--- src/hw/rtl/assert_macros.svh ---
// Assertion helpers for the connection table RTL.
`ifndef ASSERT_MACROS_SVH
`define ASSERT_MACROS_SVH

// Implication check on clk, held off during reset.
`define CHK_IMPL(label, ante, cons, msg) \
    label: assert property (@(posedge clk) disable iff (!rst_n) (ante) |-> (cons)) \
    else $error(msg);

// Plain invariant on clk, held off during reset.
`define CHK_ALWAYS(label, expr, msg) \
    label: assert property (@(posedge clk) disable iff (!rst_n) (expr)) \
    else $error(msg);

`endif

--- src/hw/rtl/lcpt_pkg.sv ---
`default_nettype none
package lcpt_pkg;

    localparam int TABLE_DEPTH_DEF = 16;
    localparam int KEY_W = 64;
    localparam int TIME_W = 64;
    localparam int CFG_W = 5;

    typedef enum logic [2:0] {
        MODE_BEGIN       = 3'd0,
        MODE_CONNECTING  = 3'd1,
        MODE_ESTABLISHED = 3'd2,
        MODE_FAILED      = 3'd3,
        MODE_TOUCH       = 3'd4,
        MODE_REMOVE      = 3'd5,
        MODE_QUERY       = 3'd6
    } mode_t;

    localparam logic [1:0] ST_REQUESTED   = 2'd0;
    localparam logic [1:0] ST_CONNECTING  = 2'd1;
    localparam logic [1:0] ST_ESTABLISHED = 2'd2;
    localparam logic [1:0] ST_FAILED      = 2'd3;

    localparam logic CFG_INFLIGHT_LIM = 1'b0;
    localparam logic CFG_ENDPOINT_LIM = 1'b1;

    typedef enum logic [1:0] {
        FSM_IDLE,
        FSM_SCAN,
        FSM_DONE
    } fsm_t;

    typedef struct packed {
        logic [2:0]        mode;
        logic [KEY_W-1:0]  conn_key;
        logic [TIME_W-1:0] now_time;
    } req_t;

    typedef struct packed {
        logic              accepted;
        logic              evicted_valid;
        logic [KEY_W-1:0]  evicted_key;
        logic              found;
        logic [1:0]        entry_state;
        logic [4:0]        entry_count;
        logic [4:0]        in_flight_count;
    } rsp_t;

    // Fixed-width part of the record that walks the cell row
    typedef struct packed {
        logic              match;
        logic [1:0]        match_state;
        logic              free;
        logic              lru;
        logic [TIME_W-1:0] lru_time;
        logic [KEY_W-1:0]  lru_key;
    } scan_t;

    // Per-cell update command
    typedef struct packed {
        logic       wr_new;
        logic       clr;
        logic       set_state;
        logic [1:0] new_state;
        logic       set_time;
    } cmd_t;

endpackage
`default_nettype wire

--- src/hw/rtl/lcpt_cell.sv ---
`default_nettype none
module lcpt_cell #(
    parameter int IDX_W    = 4,
    parameter int CNT_W    = 5,
    parameter int CELL_IDX = 0
) (
    input  wire logic                       clk,
    input  wire logic                       rst_n,
    input  wire logic [lcpt_pkg::KEY_W-1:0] req_key,
    input  wire logic [lcpt_pkg::TIME_W-1:0] req_time,
    input  wire lcpt_pkg::cmd_t             cmd,
    input  wire logic                       in_vld,
    input  wire lcpt_pkg::scan_t            in_rec,
    input  wire logic [IDX_W-1:0]           in_match_idx,
    input  wire logic [IDX_W-1:0]           in_free_idx,
    input  wire logic [IDX_W-1:0]           in_lru_idx,
    input  wire logic [CNT_W-1:0]           in_cnt_v,
    input  wire logic [CNT_W-1:0]           in_cnt_if,
    output logic                            out_vld,
    output lcpt_pkg::scan_t                 out_rec,
    output logic [IDX_W-1:0]                out_match_idx,
    output logic [IDX_W-1:0]                out_free_idx,
    output logic [IDX_W-1:0]                out_lru_idx,
    output logic [CNT_W-1:0]                out_cnt_v,
    output logic [CNT_W-1:0]                out_cnt_if
);

    localparam logic [IDX_W-1:0] MY_IDX = IDX_W'(CELL_IDX);

    logic                        valid_reg;
    logic [lcpt_pkg::KEY_W-1:0]  key_reg;
    logic [1:0]                  state_reg;
    logic [lcpt_pkg::TIME_W-1:0] time_reg;

    logic                        vld_reg;
    lcpt_pkg::scan_t             rec_reg, rec_next;
    logic [IDX_W-1:0]            midx_reg, midx_next;
    logic [IDX_W-1:0]            fidx_reg, fidx_next;
    logic [IDX_W-1:0]            lidx_reg, lidx_next;
    logic [CNT_W-1:0]            cv_reg, cv_next;
    logic [CNT_W-1:0]            cif_reg, cif_next;

    logic hit, older;

    // Slot storage
    always_ff @(posedge clk or negedge rst_n) begin
        if (!rst_n)
        begin
            valid_reg <= 1'b0;
        end
        else if (cmd.wr_new)
        begin
            valid_reg <= 1'b1;
        end
        else if (cmd.clr)
        begin
            valid_reg <= 1'b0;
        end
    end

    always_ff @(posedge clk) begin
        if (cmd.wr_new)
        begin
            key_reg   <= req_key;
            state_reg <= lcpt_pkg::ST_REQUESTED;
            time_reg  <= req_time;
        end
        else
        begin
            if (cmd.set_state)
            begin
                state_reg <= cmd.new_state;
            end
            if (cmd.set_time)
            begin
                time_reg <= req_time;
            end
        end
    end

    // Scan step for this slot
    always_comb begin
        hit   = valid_reg && (key_reg == req_key);
        older = !in_rec.lru || (time_reg < in_rec.lru_time) ||
                ((time_reg == in_rec.lru_time) && (key_reg < in_rec.lru_key));
        rec_next  = in_rec;
        midx_next = in_match_idx;
        fidx_next = in_free_idx;
        lidx_next = in_lru_idx;
        cv_next   = in_cnt_v + CNT_W'(valid_reg);
        cif_next  = in_cnt_if + CNT_W'(valid_reg && !state_reg[1]);
        if (hit)
        begin
            rec_next.match       = 1'b1;
            rec_next.match_state = state_reg;
            midx_next            = MY_IDX;
        end
        if (!valid_reg && !in_rec.free)
        begin
            rec_next.free = 1'b1;
            fidx_next     = MY_IDX;
        end
        if (valid_reg && (state_reg == lcpt_pkg::ST_ESTABLISHED) && older)
        begin
            rec_next.lru      = 1'b1;
            rec_next.lru_time = time_reg;
            rec_next.lru_key  = key_reg;
            lidx_next         = MY_IDX;
        end
    end

    always_ff @(posedge clk or negedge rst_n) begin
        if (!rst_n)
        begin
            vld_reg <= 1'b0;
        end
        else
        begin
            vld_reg <= in_vld;
        end
    end

    always_ff @(posedge clk) begin
        rec_reg  <= rec_next;
        midx_reg <= midx_next;
        fidx_reg <= fidx_next;
        lidx_reg <= lidx_next;
        cv_reg   <= cv_next;
        cif_reg  <= cif_next;
    end

    assign out_vld       = vld_reg;
    assign out_rec       = rec_reg;
    assign out_match_idx = midx_reg;
    assign out_free_idx  = fidx_reg;
    assign out_lru_idx   = lidx_reg;
    assign out_cnt_v     = cv_reg;
    assign out_cnt_if    = cif_reg;

endmodule
`default_nettype wire
--- config.mk ---
export PLATFORM = sky130hd
export DESIGN_NAME = lcpt_cell
export DESIGN_NICKNAME = d
export VERILOG_FILES = /design/src/hw/rtl/assert_macros.svh /design/src/hw/rtl/lcpt_pkg.sv /design/src/hw/rtl/lcpt_cell.sv
export SDC_FILE = /design/constraint.sdc
export NUM_CORES = 1
export LEC_CHECK = 0
export ABC_CLOCK_PERIOD_IN_PS = 9800
export BUFFER_PORTS_ARGS = -buffer_cell sky130_fd_sc_hd__buf_2
export CAP_MARGIN = 30
export CORE_AREA = 2 2 172 174
export CTS_CLUSTER_SIZE = 25
export DETAILED_ROUTE_END_ITERATION = 10
export DIE_AREA = 0 0 174 176
export PLACE_DENSITY_LB_ADDON = 0.15
export SLEW_MARGIN = 25
export SYNTH_ARGS = -nofsm -noshare
export SYNTH_HDL_FRONTEND = slang
export SYNTH_SLANG_ARGS = --single-unit
--- constraint.sdc ---
create_clock -name clk -period 9.8 [get_ports clk]
set_input_delay 0.98 -clock clk [delete_from_list [all_inputs] [get_ports clk]]
set_output_delay 0.98 -clock clk [all_outputs]
set_load 0.005 [all_outputs]
# Word-level counts from Yosys, hierarchy flattened
# Cells that the tools add are included.
# word_totals
reg_bits	287
input_bits	292
output_inout_bits	156
elab_cells	43
# op_classes
addsub	2
order_cmp	2
eq_ne	3
mux	6
n_reduce_logical	14
# op_table
operator	n
$eq 64x64->1	2
$lt 64x64->1	2
$mux 128	1
$mux 64	2
$add 5x1->5	2
$logic_and 1x1->1	6
$logic_not 1->1	4
$reduce_bool 2->1	2
$eq 2x2->1 const B	1
$logic_or 1x1->1	2
$mux 1	2
$mux 2	1

# Longest topological paths before layout
# logic_depth
depth_word	5
depth_mapped	13
ltp_nobuf	10

# Worst setup path before layout
# OpenSTA, ideal clock, no wires.
# synth_path
kind	input port to flip-flop
from	input in_rec[127] in the netlist's numbering
to	register rec_reg, in the netlist out_rec[100]
setup_ns	0.121
arrival_ns	3.566
required_ns	9.679
setup_slack_ns	6.112
stages	13
n_path_buf	3
cell_sequence	inv_1 > ha_1 > nand4_1 > nor4_2 > nand2_1 > or3_1 > a2111o_1 > a41oi_1 > a31o_1 > buf_4 > buf_12 > buf_12 > mux2_4
# synth_lines
element	line_no	text
start: declaration	lcpt_cell.sv:13	input wire lcpt_pkg::scan_t in_rec,
end signal: assignment	lcpt_cell.sv:124	rec_reg <= rec_next;
end: declaration	lcpt_cell.sv:36	lcpt_pkg::scan_t rec_reg, rec_next;

==> results_dict.tcl <==
set metrics [dict create \
    outcome "completed" \
    power_leakage_nw 8.07 \
    final_layout_size_suffix_gt1_share_pct 41.4 \
    max_freq_mhz 216 \
    clock_sinks 287 \
    synthArstFlopShare_pct 0.697 \
    rsz0062_at_grt "no" \
    layout_common_cells "buf_2 (446), dfxtp_1 (157), inv_1 (148)" \
    largest_reg_flops 133 \
    synthToLayoutAreaGrowth_pct 28.1 \
    coreArea_sq_mm 0.0285 \
    power_w 0.00309 \
    track_usage_pct 23.3 \
    critPathMaxFanout 57 \
    tightestPinTransition_ns 1.01 \
    synth_seq_area_share_pct 53.5 \
    worstHoldPathType "in -> async" \
    final-hold-violation-count 0 \
    clockBufferDepth 3 \
    postCtsHoldBufs 0 \
    synth-edff-count 128 \
    cts_setup_buffers 0 \
    worstPathRequired_ns 10.18 \
    placed_cell_area_sq_mm 0.0157 \
    power.density_mw_per_mm2 183 \
    grt_remaining_overflow 0 \
    fp-row-count 62 \
    setup_tns_ns 0 \
    cp-start-kind "input pin" \
    dr.pass1.iters 6 \
    synth_top_area_share_pct 29.2 \
    htreeDepth 2 \
    fin_crit_sh_pct 47.2 \
    ios 448 \
    crit_arrival_ns 5.01 \
    fin_cells 1918 \
    slew_headroom_pct 32.6 \
    dp.cells 1847 \
    ir_drop_v 0.000156 \
    yosysTopAreaCell "edfxtp_1" \
    avgRoutedWirePerCell_um 18.9 \
    skew_ns 0.0175 \
    cts_resized 0 \
    fin_area_sq_mm 0.0168 \
    grt_pass1_wl_mm 54.3 \
    clk_pin_slew_worst_paths_ns 0.06 \
    antenna_found_initial 15 \
    synth_nets 1449 \
    min_period_ns 4.63 \
    synth_warnings 0 \
    start_util_pct 46.1 \
    ys_types 49 \
    drc 0 \
    die_area_sq_mm 0.0306 \
    hold_ws_ns 0.252 \
    numCtsBuffers 34 \
    ys_seq_elements 287 \
    grt_start_max_net_pins 65 \
    crit_path_end_kind "flip-flop" \
    final_common_cell "buf_2" \
    die-height_um 176 \
    first_global_vias 9671 \
    synthTopCellsByArea "edfxtp_1 (29%), dfxtp_1 (24%), ha_1 (12%)" \
    num_vias 9408 \
    worstSetupPathType "in -> reg" \
    final_antenna_net_count 0 \
    synthesis.area_sq_mm 0.0131 \
    gp_congestion 0.832 \
    cts_tree "built" \
    cts-root-buf "clkbuf_16" \
    drt_iter0_markers 399 \
    routed_via_density 4.91 \
    syn-mean-instance-area_sq_um 12.8 \
    finalSetupViolCount 0 \
    die_w_um 174 \
    finalMaxSlewViolations 0 \
    layout.nets 1922 \
    clock_latency_ns 0.50 \
    maxCapViolCount 0 \
    synthFlopType "dfxtp_1" \
    synth_cells 1026 \
    numPortBuffers 447 \
    hpwl_mm 29.3 \
    wl_mm 36.3 \
]
-- report_power, final --
group / total (W) / internal, W / switching [W]
Combinational: 0.000438 / 0.000229 / 0.000209
Clock: 0.00123 / 0.000754 / 0.000480
Sequential: 0.00142 / 0.00136 / 0.0000544
-- area by class of cell --
cell class              instances  area (sq um)
diodes                         10          25.0
clock buffers                  55          1080
clock inverters                 6          31.3
fillers                      2539         11700
inverters                     148           556
multi-input cells             576          5350
flip-flops and latches        287          7040
well taps                     384           480
repair buffers                452          2280
-- synthesized netlist by cell type (21+ instances only) --
| cell | n |
|---|---|
| dfxtp_1 | 157 |
| inv_1 | 148 |
| ha_1 | 131 |
| edfxtp_1 | 128 |
| mux2_4 | 70 |
| mux2_2 | 54 |
| a21oi_1 | 51 |
| xnor2_1 | 47 |
| nand4_1 | 35 |
| nand2_1 | 27 |
| nand3_1 | 22 |
| nor2_1 | 21 |
-- cells by family after synthesis --
| group | synth area share (%) |
|---|---|
| DFF | 53.5 |
| buffers and inverters | 5.87 |
| and+or+nand+nor | 5.58 |
| muxes | 13.2 |
| adders and majority gates | 12.5 |
| AOI/OAI and AO/OA | 5.67 |
| xor gates and xnor gates | 3.66 |
-- worst max-delay path, stage by stage --
cell      delay, ns
buf_2          0.10
inv_1          0.05
ha_1           0.30
nand4_1        0.19
nor4_2         0.36
nand2_1        0.15
or3_1          0.43
a2111o_1       0.41
a41oi_1        0.20
a31o_4         0.50
buf_4          0.83
mux2_2         0.41
-- final timing paths --
| check | startpoint | depth (start not counted) | slack [ns] | to |
|---|---|---|---|---|
| worst max register to register | time_reg[61] | 10 | 5.35 | out_rec[127] |
| min in group clk | time_reg[44] | 1 | 0.51 | out_rec[108] |
| worst min-delay path | rst_n | 1 | 0.25 | out_vld |
| max in group asynchronous | rst_n | 1 | 9.45 | valid_reg |
| worst min register to register | time_reg[44] | 1 | 0.51 | out_rec[108] |
| worst max-delay path | in_rec[122] | 12 | 5.17 | out_rec[127] |
-- metrics by stage --
stage | worst slack [ns] | util, %
2_1_floorplan | 6.11 | -
3_3_place_gp | 4.75 | 55.0
3_5_place_dp | 4.65 | 55.0
4_1_cts | 5.17 | 58.9
5_1_grt | 4.96 | 59.0
6_report | 5.17 | 59.0
-- routing by layer --
layer | wire length (um) | global-route usage, %
met4 | 895 | 7.39
met1 | 14300 | 27.2
met3 | 2890 | 6.76
met2 | 18200 | 41.4
met5 | 42 | 0
Note: power is estimated with default switching activity, not from simulation.
